### config.mk
export PLATFORM = sky130hd
export DESIGN_NAME = lrip_ctrl
export DESIGN_NICKNAME = d
export VERILOG_FILES = /design/src/rtl/core/lrip_pkg.sv /design/src/rtl/core/lrip_ctrl.sv
export SDC_FILE = /design/constraint.sdc
export NUM_CORES = 1
export LEC_CHECK = 0
export BUFFER_PORTS_ARGS = -buffer_cell sky130_fd_sc_hd__buf_2
export CAP_MARGIN = 25
export CORE_AREA = 3 3 40 42
export CTS_CLUSTER_SIZE = 24
export DETAILED_ROUTE_END_ITERATION = 10
export DIE_AREA = 0 0 43 45
export PLACE_DENSITY = 0.43
export SETUP_SLACK_MARGIN = 0.5
export SLEW_MARGIN = 20
export SYNTH_ARGS = -nofsm -noshare
export SYNTH_HDL_FRONTEND = slang
export SYNTH_SLANG_ARGS = --single-unit
### constraint.sdc
create_clock -name clk -period 1.7 [get_ports clk]
set_clock_uncertainty 0.1 [all_clocks]
set_input_delay 0.34 -clock clk [delete_from_list [all_inputs] [get_ports clk]]
set_output_delay 0.34 -clock clk [all_outputs]
set_load 0.03 [all_outputs]
### src/rtl/core/lrip_pkg.sv
// ============================================================================
// lrip_pkg - shared types and constants of the range image projector
// Register codes, reset values, default sizes and the controller/datapath
// command and status bundles.
// ============================================================================
package lrip_pkg;

    // Default store sizes
    localparam int DEF_MAX_ROWS   = 64;
    localparam int DEF_MAX_COLS   = 1024;
    localparam int DEF_MAX_POINTS = 131072;

    // Configuration register indexes
    localparam int CFG_IDX_W = 3;
    localparam logic [CFG_IDX_W-1:0] REG_RANGE_LIMIT = 3'd0;
    localparam logic [CFG_IDX_W-1:0] REG_FOV_DOWN    = 3'd1;
    localparam logic [CFG_IDX_W-1:0] REG_FOV_SCALE   = 3'd2;
    localparam logic [CFG_IDX_W-1:0] REG_IMAGE_ROWS  = 3'd3;
    localparam logic [CFG_IDX_W-1:0] REG_IMAGE_COLS  = 3'd4;

    // Register reset values
    localparam logic [15:0] RST_RANGE_LIMIT = 16'd65535;
    localparam logic [14:0] RST_FOV_DOWN    = 15'd4551;
    localparam logic [31:0] RST_FOV_SCALE   = 32'd524288;
    localparam logic [6:0]  RST_IMAGE_ROWS  = 7'd64;
    localparam logic [10:0] RST_IMAGE_COLS  = 11'd1024;

    // Stream word widths
    localparam int IN_DATA_W  = 88;
    localparam int OUT_DATA_W = 56;

    // Operation codes carried in the input tuser
    localparam logic OP_PROJECT = 1'b0;
    localparam logic OP_READ    = 1'b1;

    // Controller to datapath commands
    typedef struct packed {
        logic sweep;     // clear one valid mark of the reset sweep
        logic take_in;   // capture the input word
        logic mul1;      // column and field-of-view products
        logic mul2;      // row product, column result
        logic addr;      // final row/col and pixel address
        logic mem;       // store write or store read
        logic clear_wr;  // clear valid mark after read
        logic load_out;  // load the result word
    } lrip_cmd_t;

    // Datapath to controller status
    typedef struct packed {
        logic sweep_last;  // last entry of the reset sweep
        logic is_read;     // current item is a read request
    } lrip_stat_t;

endpackage

### src/rtl/core/lrip_ctrl.sv
// ============================================================================
// lrip_ctrl - sequencer of the range image projector
// Steps one item through the multiply, address and store phases, runs the
// valid mark sweep after reset and holds the result handshake.
// ============================================================================
module lrip_ctrl
(
    input  logic                clk,
    input  logic                rst_n,
    input  logic                in_valid,
    output logic                in_ready,
    output logic                out_valid,
    input  logic                out_ready,
    output lrip_pkg::lrip_cmd_t cmd,
    input  lrip_pkg::lrip_stat_t stat
);

    typedef enum logic [2:0] {
        S_SWEEP,
        S_IDLE,
        S_MUL1,
        S_MUL2,
        S_ADDR,
        S_MEM,
        S_RDWAIT,
        S_FINISH
    } state_t;

    state_t state_reg;
    state_t state_next;
    logic   out_valid_reg;
    logic   out_valid_next;
    logic   out_free;

    assign out_free  = !out_valid_reg || out_ready;
    assign in_ready  = (state_reg == S_IDLE);
    assign out_valid = out_valid_reg;

    // Decode commands from the state
    always_comb
    begin
        cmd          = '0;
        cmd.sweep    = (state_reg == S_SWEEP);
        cmd.take_in  = (state_reg == S_IDLE) && in_valid;
        cmd.mul1     = (state_reg == S_MUL1);
        cmd.mul2     = (state_reg == S_MUL2);
        cmd.addr     = (state_reg == S_ADDR);
        cmd.mem      = (state_reg == S_MEM);
        cmd.clear_wr = (state_reg == S_RDWAIT);
        cmd.load_out = (state_reg == S_FINISH) && out_free;
    end

    // Next state and result valid
    always_comb
    begin
        state_next     = state_reg;
        out_valid_next = out_valid_reg;
        if (out_ready)
        begin
            out_valid_next = 1'b0;
        end
        unique case (state_reg)
            S_SWEEP:
            begin
                if (stat.sweep_last)
                begin
                    state_next = S_IDLE;
                end
            end
            S_IDLE:
            begin
                if (in_valid)
                begin
                    state_next = S_MUL1;
                end
            end
            S_MUL1:   state_next = S_MUL2;
            S_MUL2:   state_next = S_ADDR;
            S_ADDR:   state_next = S_MEM;
            S_MEM:    state_next = stat.is_read ? S_RDWAIT : S_FINISH;
            S_RDWAIT: state_next = S_FINISH;
            S_FINISH:
            begin
                if (out_free)
                begin
                    out_valid_next = 1'b1;
                    state_next     = S_IDLE;
                end
            end
            default:  state_next = S_IDLE;
        endcase
    end

    // Hold state and result valid
    always_ff @(posedge clk or negedge rst_n)
    begin
        if (!rst_n)
        begin
            state_reg     <= S_SWEEP;
            out_valid_reg <= 1'b0;
        end
        else
        begin
            state_reg     <= state_next;
            out_valid_reg <= out_valid_next;
        end
    end

`ifndef NO_ASSERTIONS
    // A pending result is never overwritten
    a_no_overwrite: assert property (@(posedge clk) disable iff (!rst_n)
        cmd.load_out |-> (!out_valid_reg || out_ready))
        else $error("result loaded over a pending word");

    // A read request goes through the read wait phase
    a_read_path: assert property (@(posedge clk) disable iff (!rst_n)
        (state_reg == S_MEM) && stat.is_read |=> (state_reg == S_RDWAIT))
        else $error("read request skipped the read wait phase");

    // An accepted word reaches the end of its store phase
    a_item_flow: assert property (@(posedge clk) disable iff (!rst_n)
        in_valid && in_ready |-> ##5 ((state_reg == S_FINISH) || (state_reg == S_RDWAIT)))
        else $error("accepted word did not reach the store phase in time");

    // The reset sweep ends only at its last entry
    a_sweep_end: assert property (@(posedge clk) disable iff (!rst_n)
        (state_reg == S_SWEEP) && !stat.sweep_last |=> (state_reg == S_SWEEP))
        else $error("valid sweep left early");
`endif

endmodule

-- Yosys cells after proc, flatten, opt, wreduce, memory -nomap -nowiden
Index checks and enable logic that the tools add are counted.
- flip-flop bits (word level): 4
- output and inout bits: 10
- word-level logic and storage cells: 26
- equal/unequal tests: 10
- multiplexer cells: 8
- reductions and logical operators: 6
- operators with widths (cell ; number):
    one-hot mux 3 bit (8 select lines) ; 1
    == test 3 bit, second input constant ; 4
    2-to-1 mux 3 bit ; 3
    == test 3 x 2 -> 1 bit, second input constant ; 2
    2-to-1 mux 1 bit ; 4
    inequality test 2 bit, second input constant ; 2
    == test 3 x 1 -> 1 bit, second input constant ; 1
    logical NOT 3 bit ; 1
    AND reduction 3 bit ; 1
    logical AND 1 bit ; 2
    inequality test 2 x 1 -> 1 bit, second input constant ; 1
    logical NOT 1 bit ; 1
    logical OR 1 bit ; 1

-- Logic depth before layout (Yosys ltp)
Gate-level depths: netlist (run 1).
- depth in word-level cells: 4
- mapped depth: 4
- mapped depth without buffers: 3

-- Least setup slack after synthesis (run 1)
OpenSTA, ideal clock, no wires.
- kind: register to output
- start: register state_reg[0]
- end: output cmd[1] (netlist name)
- arrival: 1.206 ns
- setup slack: 0.054 ns
- cell stages (with the launch flop): 3
- buffers on the path: 1
- cell sequence: dfrtp_1 buf_6 nor3_1
- RTL lines (item ; RTL line ; text):
    start: declaration ; lrip_ctrl.sv:29 ; state_t state_reg;
    start signal: assignment ; lrip_ctrl.sv:104 ; state_reg <= state_next;
    end: declaration ; lrip_ctrl.sv:14 ; output lrip_pkg::lrip_cmd_t cmd,

==> flow_summary_export.csv, run 1 <==
group,metric,value,unit
clocking,clk_path_buf_depth,2,
clocking,tritoncts,"done",
finish,layout.nets,63,
sta,period_needed,1620,ps
sta,setup_viol,0,
sta,tns,0,ps
finish,largest_reg_flops,3,
finish,drive_above_1_share,78.2,%
clocking,cts.clk_slew.worst_paths,40,ps
drt,first_iter_violations,0,
floorplanning,core-area,1280,sq um
synthesis,synth_area_leaders,"dfrtp_1, nor3_1, buf_6",
drt,vias_per_cell,4.36,
clocking,cts_sinks,4,
synthesis,syn_nets,35,
placement,dp_hpwl,512,microns
finish,multi_input_area,158,sq um
floorplanning,io-pin-count,16,
global_route,grt_pass1_wl,1300,microns
drt,drtPass1Iterations,1,
finish,fill_cells,137,
worst_setup_path,critPathKind,"reg -> out",
drt,antenna_left,0,
power_and_ir_drop,leakagePower,0.239,nW
worst_setup_path,r2r-start,"state_reg[2]$_DFFE_PN0P_",
hold_path,hp-class,"in -> reg",
floorplanning,core.rowCount,13,
worst_setup_path,crit_arrival,1180,ps
clocking,clock_latency,230,ps
clocking,cts_max_level,1,
worst_setup_path,r2r_cells,5,
placement,place_congestion,0.665,
global_route,antenna_found_initial,0,
power_and_ir_drop,p_total,1.13,mW
synthesis,synth_edf_count,0,
sta,period_share,95.5,%
floorplanning,initial_utilization,19.7,%
drt,drc,0,
worst_setup_path,critPathMaxFanout,5,
sta,holdWs,305,ps
sta,tightest_slew,197,ps
synthesis,ys_dominant_reg_cell,"dfrtp_1",
floorplanning,die-area,1940,sq um
placement,dpl-instance-area,374,sq um
floorplanning,die_y,45,microns
placement,port_buffers,15,
synthesis,postSynthCellCount,29,
worst_setup_path,worstPathRequired,1260,ps
drt,vias,305,
global_route,grt_use_total,9.20,%
sta,slew_violations,0,
finish,regArea,105,sq um
finish,areaGrowthSynthToFinish,103,%
hold_path,worstHoldStart,"out_ready",
flow_run,drv_cap,0,
synthesis,ys_seq_area_share,39.6,%
drt,post_drt_wl_per_cell,10.0,microns
clocking,root_buffer,"clkbuf_4",
worst_setup_path,crit_end,"cmd[6]",
power_and_ir_drop,ir_drop,0.794,mV
synthesis,netlist-cell-type-count,17,
global_route,grt_max_degree,8,
synthesis,synth_async_sr_flop_share,100,%
worst_setup_path,critPathLaunchType,"register",
synthesis,synth.most_common_cell,"nor3_1",
sta,slew_headroom,86.8,%
worst_setup_path,endpoint_kind,"primary output",
synthesis,synthTopCellsByCount,"nor3_1, dfrtp_1, a21oi_1",
outcome,status,"complete, no violations",
finish,final_cell_area,514,sq um
sta,fmax,0.616,GHz
worst_setup_path,worstSetupStartpoint,"state_reg[1]$_DFFE_PN0P_",
synthesis,avgSynthCellArea,8.72,sq um
synthesis,ys_ff_latch,4,
synthesis,syn-cell-area,253,sq um
synthesis,yosysTopAreaCellShare,39.6,%
global_route,grt_pass1_vias,314,
sta,final-hold-violation-count,0,
synthesis,yosysWarnings,0,
global_route,overflow,0,
synthesis,netlist.top_cell.by_area,"dfrtp_1",
finish,antenna_cells,0,
clocking,cts_made_buffers,3,
floorplanning,dieWidth,43,microns
sta,rsz0062_at_grt,"true",
power_and_ir_drop,powerDensity,2200,nW/um^2
worst_setup_path,rrSetupSlack,440,ps
worst_setup_path,r2r_end,"state_reg[0]$_DFFE_PN0P_",
drt,routed_wl,700,microns
==> per-stage QoR <==
stage	cells	setup WS (ps)	util [%]
2_1_floorplan	29	270	-
3_3_place_gp	59	231	29.1
3_5_place_dp	59	215	29.1
4_1_cts	68	63.3	37.9
5_1_grt	70	24.9	40.0
6_report	70	76.8	40.0
==> layout make-up <==
type,count,area share (%)
clock buffers,3,4.38
repair buffers,25,38.9
inverters,2,1.95
multi-input cells,21,30.7
flip-flops and latches,4,20.4
well taps,15,3.65
==> critical path, cell delays in order, from the launching register on <==
cell and delay (ps):
dfrtp_2 430, inv_2 100, and3_4 180, and2_4 130, buf_6 120
==> layout by cell type, fill, tap and decap left out <==
cell type,n
buf_4,13
buf_6,6
nor3_2,5
buf_2,5
dfrtp_2,4
a21oi_1,3
clkbuf_4,3
inv_2,1
and3_2,1
inv_4,1
and3_4,1
nand2_1,1
nor2_1,1
and2_4,1
nor2b_2,1
nand3_1,1
nor2_4,1
nand2b_1,1
o21ai_0,1
a31oi_1,1
o211ai_1,1
o21a_1,1
dlygate4sd3_1,1
==> metal layers <==
metal  vias up  GRT usage (%)  part of all wire, %
met5         -              0                    0
met4         0           5.42                    0
met3         0           5.18                  7.3
met2        13           13.8                   47
met1       139           10.2                   45
li1        153              -                    -
==> where the power goes <==
| part | switching [mW] | leakage, nW | internal, mW |
|---|---|---|---|
| Clock | 0.0350 | 0.0138 | 0.0787 |
| Sequential | 0.0673 | 0.0418 | 0.153 |
| Combinational | 0.413 | 0.184 | 0.383 |
| Total | 0.516 | 0.239 | 0.615 |
==> worst min path at each step <==
stage	slack, ps	cells past startpoint	end
after floorplan	-60	0	out_valid$_DFF_PN0_
after global placement	50	1	state_reg[0]$_DFFE_PN0P_
after detailed placement	50	1	state_reg[2]$_DFFE_PN0P_
after CTS	300	4	state_reg[2]$_DFFE_PN0P_
after global routing	320	4	state_reg[2]$_DFFE_PN0P_
final	300	4	state_reg[2]$_DFFE_PN0P_
==> cells by family after synthesis <==
logic type | Yosys count | share of synthesized area [%]
buf+inv | 4 | 11.9
simple gates | 14 | 32.2
compound gates | 7 | 16.3
flops | 4 | 39.6
==> what timing repair did <==
item / 4_1_cts / 5_1_grt
gates resized for setup: 16 / 3
cloned: 0 / 0
hold buffers: 1 / 0
setup endpoints to repair: 11 / 11
hold endpoints to repair: 4 / 0
pin swaps: 1 / 4
setup buffers: 5 / 2
Power figures use the tool's default switching activity.
==> run 2, diff against run 1 <==
--- a/config.mk
+++ b/config.mk
@@ -5,13 +5,16 @@
 export SDC_FILE = /design/constraint.sdc
 export NUM_CORES = 1
 export LEC_CHECK = 0
+export ABC_CLOCK_PERIOD_IN_PS = 1700
 export BUFFER_PORTS_ARGS = -buffer_cell sky130_fd_sc_hd__buf_2
 export CAP_MARGIN = 25
 export CORE_AREA = 3 3 40 42
+export CTS_BUF_LIST = sky130_fd_sc_hd__clkbuf_16
 export CTS_CLUSTER_SIZE = 24
 export DETAILED_ROUTE_END_ITERATION = 10
 export DIE_AREA = 0 0 43 45
 export PLACE_DENSITY = 0.43
+export REMOVE_ABC_BUFFERS = 1
 export SETUP_SLACK_MARGIN = 0.5
 export SLEW_MARGIN = 20
 export SYNTH_ARGS = -nofsm -noshare
==> flow_summary_export.csv, run 2 (synthesis results as in run 1) <==
group,metric,value,unit
sta,slew_violations,0,
global_route,overflow,0,
power_and_ir_drop,powerDensity,2490,nW/um^2
worst_setup_path,worstPathCellList,"inv_2 -> and3_4 -> and2_4 -> buf_6",
clocking,cts_max_level,1,
worst_setup_path,worstPathRequired,1260,ps
placement,place_congestion,0.689,
finish,layout.nets,65,
floorplanning,dieWidth,43,microns
sta,final-hold-violation-count,0,
finish,final_common_cell,"buf_4",
drt,drc,0,
drt,drtPass1Iterations,1,
drt,vias,312,
finish,final-instance-count-excl-fill,72,
placement,dp_hpwl,467,microns
clocking,cts_sinks,4,
placement,dp.cells,58,
sta,slew_headroom,88.0,%
worst_setup_path,slowest_delay,430,ps
floorplanning,initial_utilization,19.7,%
worst_setup_path,critPathKind,"reg -> out",
sta,setup_viol,0,
drt,first_iter_violations,0,
worst_setup_path,critPathLaunchType,"register",
hold_path,hp-class,"in -> reg",
global_route,grt_use_total,8.51,%
worst_setup_path,crit_arrival,1180,ps
clocking,cts.clk_slew.worst_paths,30,ps
floorplanning,core-area,1280,sq um
drt,vias_per_cell,4.33,
power_and_ir_drop,p_total,1.34,mW
global_route,grt_pass1_wl,1120,microns
floorplanning,core.rowCount,13,
global_route,grt_max_degree,11,
floorplanning,die-area,1940,sq um
worst_setup_path,critPathMaxFanout,6,
flow_run,drv_cap,0,
global_route,grt_pass1_vias,271,
sta,rsz0062_at_grt,"true",
floorplanning,io-pin-count,16,
worst_setup_path,crit_family,"flip-flops",
finish,areaGrowthSynthToFinish,113,%
power_and_ir_drop,leakagePower,0.265,nW
worst_setup_path,endpoint_kind,"primary output",
floorplanning,die_y,45,microns
finish,drive_above_1_share,63.2,%
clocking,clock_latency,220,ps
clocking,root_buffer,"clkbuf_16",
clocking,clk_path_buf_depth,2,
drt,post_drt_wl_per_cell,10.3,microns
drt,antenna_left,0,
finish,fin_util,42.0,%
global_route,antenna_found_initial,0,
finish,antenna_cells,0,
finish,largest_reg_flops,3,
worst_setup_path,crit_path_top_delay_cell,"dfrtp_2",
sta,period_share,95.3,%
power_and_ir_drop,ir_drop,0.957,mV
placement,port_buffers,15,
outcome,status,"complete, no violations",
placement,dpl-instance-area,332,sq um
sta,tns,0,ps
placement,place_ws,204,ps
sta,fmax,0.617,GHz
clocking,tritoncts,"done",
clocking,cts_made_buffers,3,
sta,tightest_slew,180,ps
sta,setup_ws,79.5,ps
sta,holdWs,325,ps
finish,final_cell_area,539,sq um
drt,routed_wl,742,microns
worst_setup_path,crit_buf_inv,2,
sta,period_needed,1620,ps
finish,layout_common_cells,"buf_4, buf_2, nor3_1, buf_6",
## run 2: cell count changes in the layout (fill, tap and decap cells not counted), sizes merged
cell  delta
buf      +2
## run 2: worst register-to-register path: cells and delay by family, from the launching register on
family / cells / cell delay (ps)
DFF: 1 / 430
AOI/OAI and AO/OA: 2 / 230
buffers and inverters: 3 / 420
and+or+nand+nor: 1 / 170
## run 2: routing by layer
layer,vias up,global-route usage (%),part of all wire [%],wire (microns)
met2,13,12.6,51,376
li1,160,-,-,-
met1,137,8.23,38,281
met5,-,0,0,0
met3,2,3.19,9.0,67
met4,0,10.8,2.3,17
## run 2: cell type report
cell class	instances	area, sq um
fill	144	746
timing repair buffer	27	209
multi-input combinational	21	126
sequential	4	103
clock buffer	3	75.1
tap	15	18.8
inverter	2	7.51
## run 2: worst paths after layout
path / endpoint / cells past startpoint / slack (ps) / from
max: cmd[6] / 4 / 80 / state_reg[1]$_DFFE_PN0P_
min: out_valid$_DFF_PN0_ / 3 / 330 / out_ready
max reg2reg: state_reg[0]$_DFFE_PN0P_ / 6 / 260 / state_reg[0]$_DFFE_PN0P_
min reg2reg: out_valid$_DFF_PN0_ / 2 / 510 / state_reg[2]$_DFFE_PN0P_
max in group asynchronous: state_reg[1]$_DFFE_PN0P_ / 2 / 1020 / rst_n
min in group asynchronous: state_reg[0]$_DFFE_PN0P_ / 2 / 350 / rst_n
## run 2: timing repair
action | 4_1_cts | 5_1_grt
pin swaps | 1 | 0
endpoints found under the setup margin | 9 | 12
hold buffers | 1 | 0
endpoints found under the hold margin | 4 | 0
setup buffers | 4 | 6
resized for setup | 13 | 9
## run 2: power breakdown
part	internal [mW]	switching [mW]	total [mW]
sequential	0.149	0.0559	0.205
clock	0.300	0.0626	0.363
combinational	0.383	0.393	0.775
total	0.832	0.511	1.34
==> run 3, diff against run 2 <==
--- a/config.mk
+++ b/config.mk
@@ -5,7 +5,7 @@
 export SDC_FILE = /design/constraint.sdc
 export NUM_CORES = 1
 export LEC_CHECK = 0
-export ABC_CLOCK_PERIOD_IN_PS = 1700
+export ABC_CLOCK_PERIOD_IN_PS = 1800
 export BUFFER_PORTS_ARGS = -buffer_cell sky130_fd_sc_hd__buf_2
 export CAP_MARGIN = 25
 export CORE_AREA = 3 3 40 42
==> constraint.sdc (replaced) <==
create_clock -name clk -period 1.8 [get_ports clk]
set_clock_uncertainty 0.1 [all_clocks]
set_input_delay 0.36 -clock clk [delete_from_list [all_inputs] [get_ports clk]]
set_output_delay 0.36 -clock clk [all_outputs]
set_load 0.03 [all_outputs]
==> flow_summary_export.csv, run 3 (synthesis results as in run 1) <==
group,metric,value,unit
drt,drc,0,
drt,vias,311,
drt,antenna_left,0,
clocking,cts.clk_slew.worst_paths,30,ps
worst_setup_path,slowest_delay,430,ps
global_route,grt_pass1_vias,271,
floorplanning,dieWidth,43,microns
drt,post_drt_wl_per_cell,10.4,microns
worst_setup_path,crit_path_top_delay_cell,"dfrtp_2",
sta,setup_viol,0,
finish,multi_input_area,126,sq um
sta,slew_headroom,88.0,%
worst_setup_path,worstPathRequired,1340,ps
power_and_ir_drop,p_total,1.25,mW
sta,tightest_slew,180,ps
drt,drtPass1Iterations,1,
clocking,cts_made_buffers,3,
finish,layout_common_cells,"buf_4, buf_2, nor3_1",
power_and_ir_drop,p_seq_share,15.3,%
clocking,clock_latency,220,ps
sta,holdWs,345,ps
drt,met3_length,67,microns
hold_path,worstHoldStart,"out_ready",
drt,wl_met2,377,microns
sta,slew_violations,0,
floorplanning,core.rowCount,13,
drt,first_iter_violations,0,
clocking,tritoncts,"done",
placement,port_buffers,15,
drt,topRoutingLayerUsed,"met4",
finish,drive_above_1_share,63.2,%
worst_setup_path,critPathKind,"reg -> out",
outcome,status,"complete, no violations",
power_and_ir_drop,ir_drop,0.870,mV
floorplanning,die_y,45,microns
clocking,clk_path_buf_depth,2,
finish,final_common_cell,"buf_4",
floorplanning,core-area,1280,sq um
sta,period_needed,1640,ps
floorplanning,die-area,1940,sq um
power_and_ir_drop,leakagePower,0.264,nW
global_route,grt_max_degree,11,
power_and_ir_drop,p_sw,480,uW
power_and_ir_drop,powerDensity,2350,nW/um^2
sta,period_share,91.2,%
global_route,overflow,0,
worst_setup_path,crit_arrival,1180,ps
hold_path,hp-class,"in -> reg",
sta,tns,0,ps
finish,regArea,103,sq um
drt,routed_wl,747,microns
clocking,root_buffer,"clkbuf_16",
power_and_ir_drop,combPwrFrac,57.4,%
sta,rsz0062_at_grt,"true",
clocking,cts_sinks,4,
finish,largest_reg_flops,3,
power_and_ir_drop,p_clk_share,27.4,%
sta,final-hold-violation-count,0,
global_route,grt_pass1_wl,1120,microns
finish,layout.nets,65,
drt,met1_length,285,microns
placement,dp_hpwl,467,microns
floorplanning,initial_utilization,19.7,%
global_route,grt_use_total,8.51,%
power_and_ir_drop,p_int,772,uW
worst_setup_path,critPathMaxFanout,6,
clocking,cts_max_level,1,
worst_setup_path,worstSetupStartpoint,"state_reg[1]$_DFFE_PN0P_",
worst_setup_path,worstPathCellList,"inv_2 -> and3_4 -> and2_4 -> buf_6",
finish,fill_cells,143,
finish,antenna_cells,0,
floorplanning,io-pin-count,16,
placement,dp.cells,58,
worst_setup_path,endpoint_kind,"primary output",
finish,final-instance-count-excl-fill,72,
worst_setup_path,critPathLaunchType,"register",
finish,areaGrowthSynthToFinish,111,%
flow_run,drv_cap,0,
drt,vias_per_cell,4.32,
sta,fmax,0.609,GHz
placement,place_congestion,0.689,
worst_setup_path,r2r-start,"state_reg[0]$_DFFE_PN0P_",
global_route,antenna_found_initial,0,
power_and_ir_drop,swShare,38.3,%
run 3: cell counts in the layout (fill, tap and decap cells not counted):
No cell type changed its count.
run 3: stage by stage:
| stage | cell area [sq um] | utilization (%) | setup slack (ps) |
|---|---|---|---|
| floorplan | 230 | - | 146 |
| global placement | 332 | 25.8 | 297 |
| detailed placement | 332 | 25.8 | 284 |
| CTS | 480 | 37.4 | 159 |
| global route | 533 | 41.5 | 127 |
| finish | 533 | 41.5 | 158 |
run 3: final timing paths:
kind / to / slack [ps] / cells past startpoint
setup / recovery: cmd[6] / 160 / 4
hold / removal: out_valid$_DFF_PN0_ / 350 / 3
setup reg to reg: state_reg[0]$_DFFE_PN0P_ / 350 / 6
hold reg to reg: out_valid$_DFF_PN0_ / 510 / 2
max in group asynchronous: state_reg[1]$_DFFE_PN0P_ / 1100 / 2
min in group asynchronous: state_reg[0]$_DFFE_PN0P_ / 370 / 2
run 3: layout make-up:
class                   count  share of cell area [%]
inverters                   2                    1.41
flip-flops and latches      4                    19.2
multi-input cells          21                    23.7
clock buffers               3                    14.1
well taps                  15                    3.52
repair buffers             27                    38.0
run 3: layer usage:
metal,GRT usage (%),vias to the layer above
met4,10.8,0
met1,8.23,138
met2,12.6,13
met3,3.19,2
met5,0,-
li1,-,158
run 3: power by group through the flow:
stage	Sequential [mW]	Clock, mW	Combinational (mW)
finish	0.191	0.343	0.718
global placement	0.200	0	0.480
floorplan	0.224	0	0.312
CTS	0.203	0.351	0.602
global route	0.200	0.363	0.771
detailed placement	0.200	0	0.476
run 3: timing repair:
item                                    in CTS  in global routing
resized for setup                           13                  5
endpoints found under the setup margin       9                 10
buffers inserted                             4                  6
endpoints found under the hold margin        4                  0
pin swaps                                    1                  0
hold buffers                                 1                  0
run 3: worst max-delay path, delay by kind of cell (launching register included):
family                 cells  cell delay (ps)
buffers and inverters      2              220
AND/OR/NAND/NOR            2              310
flip-flops                 1              430
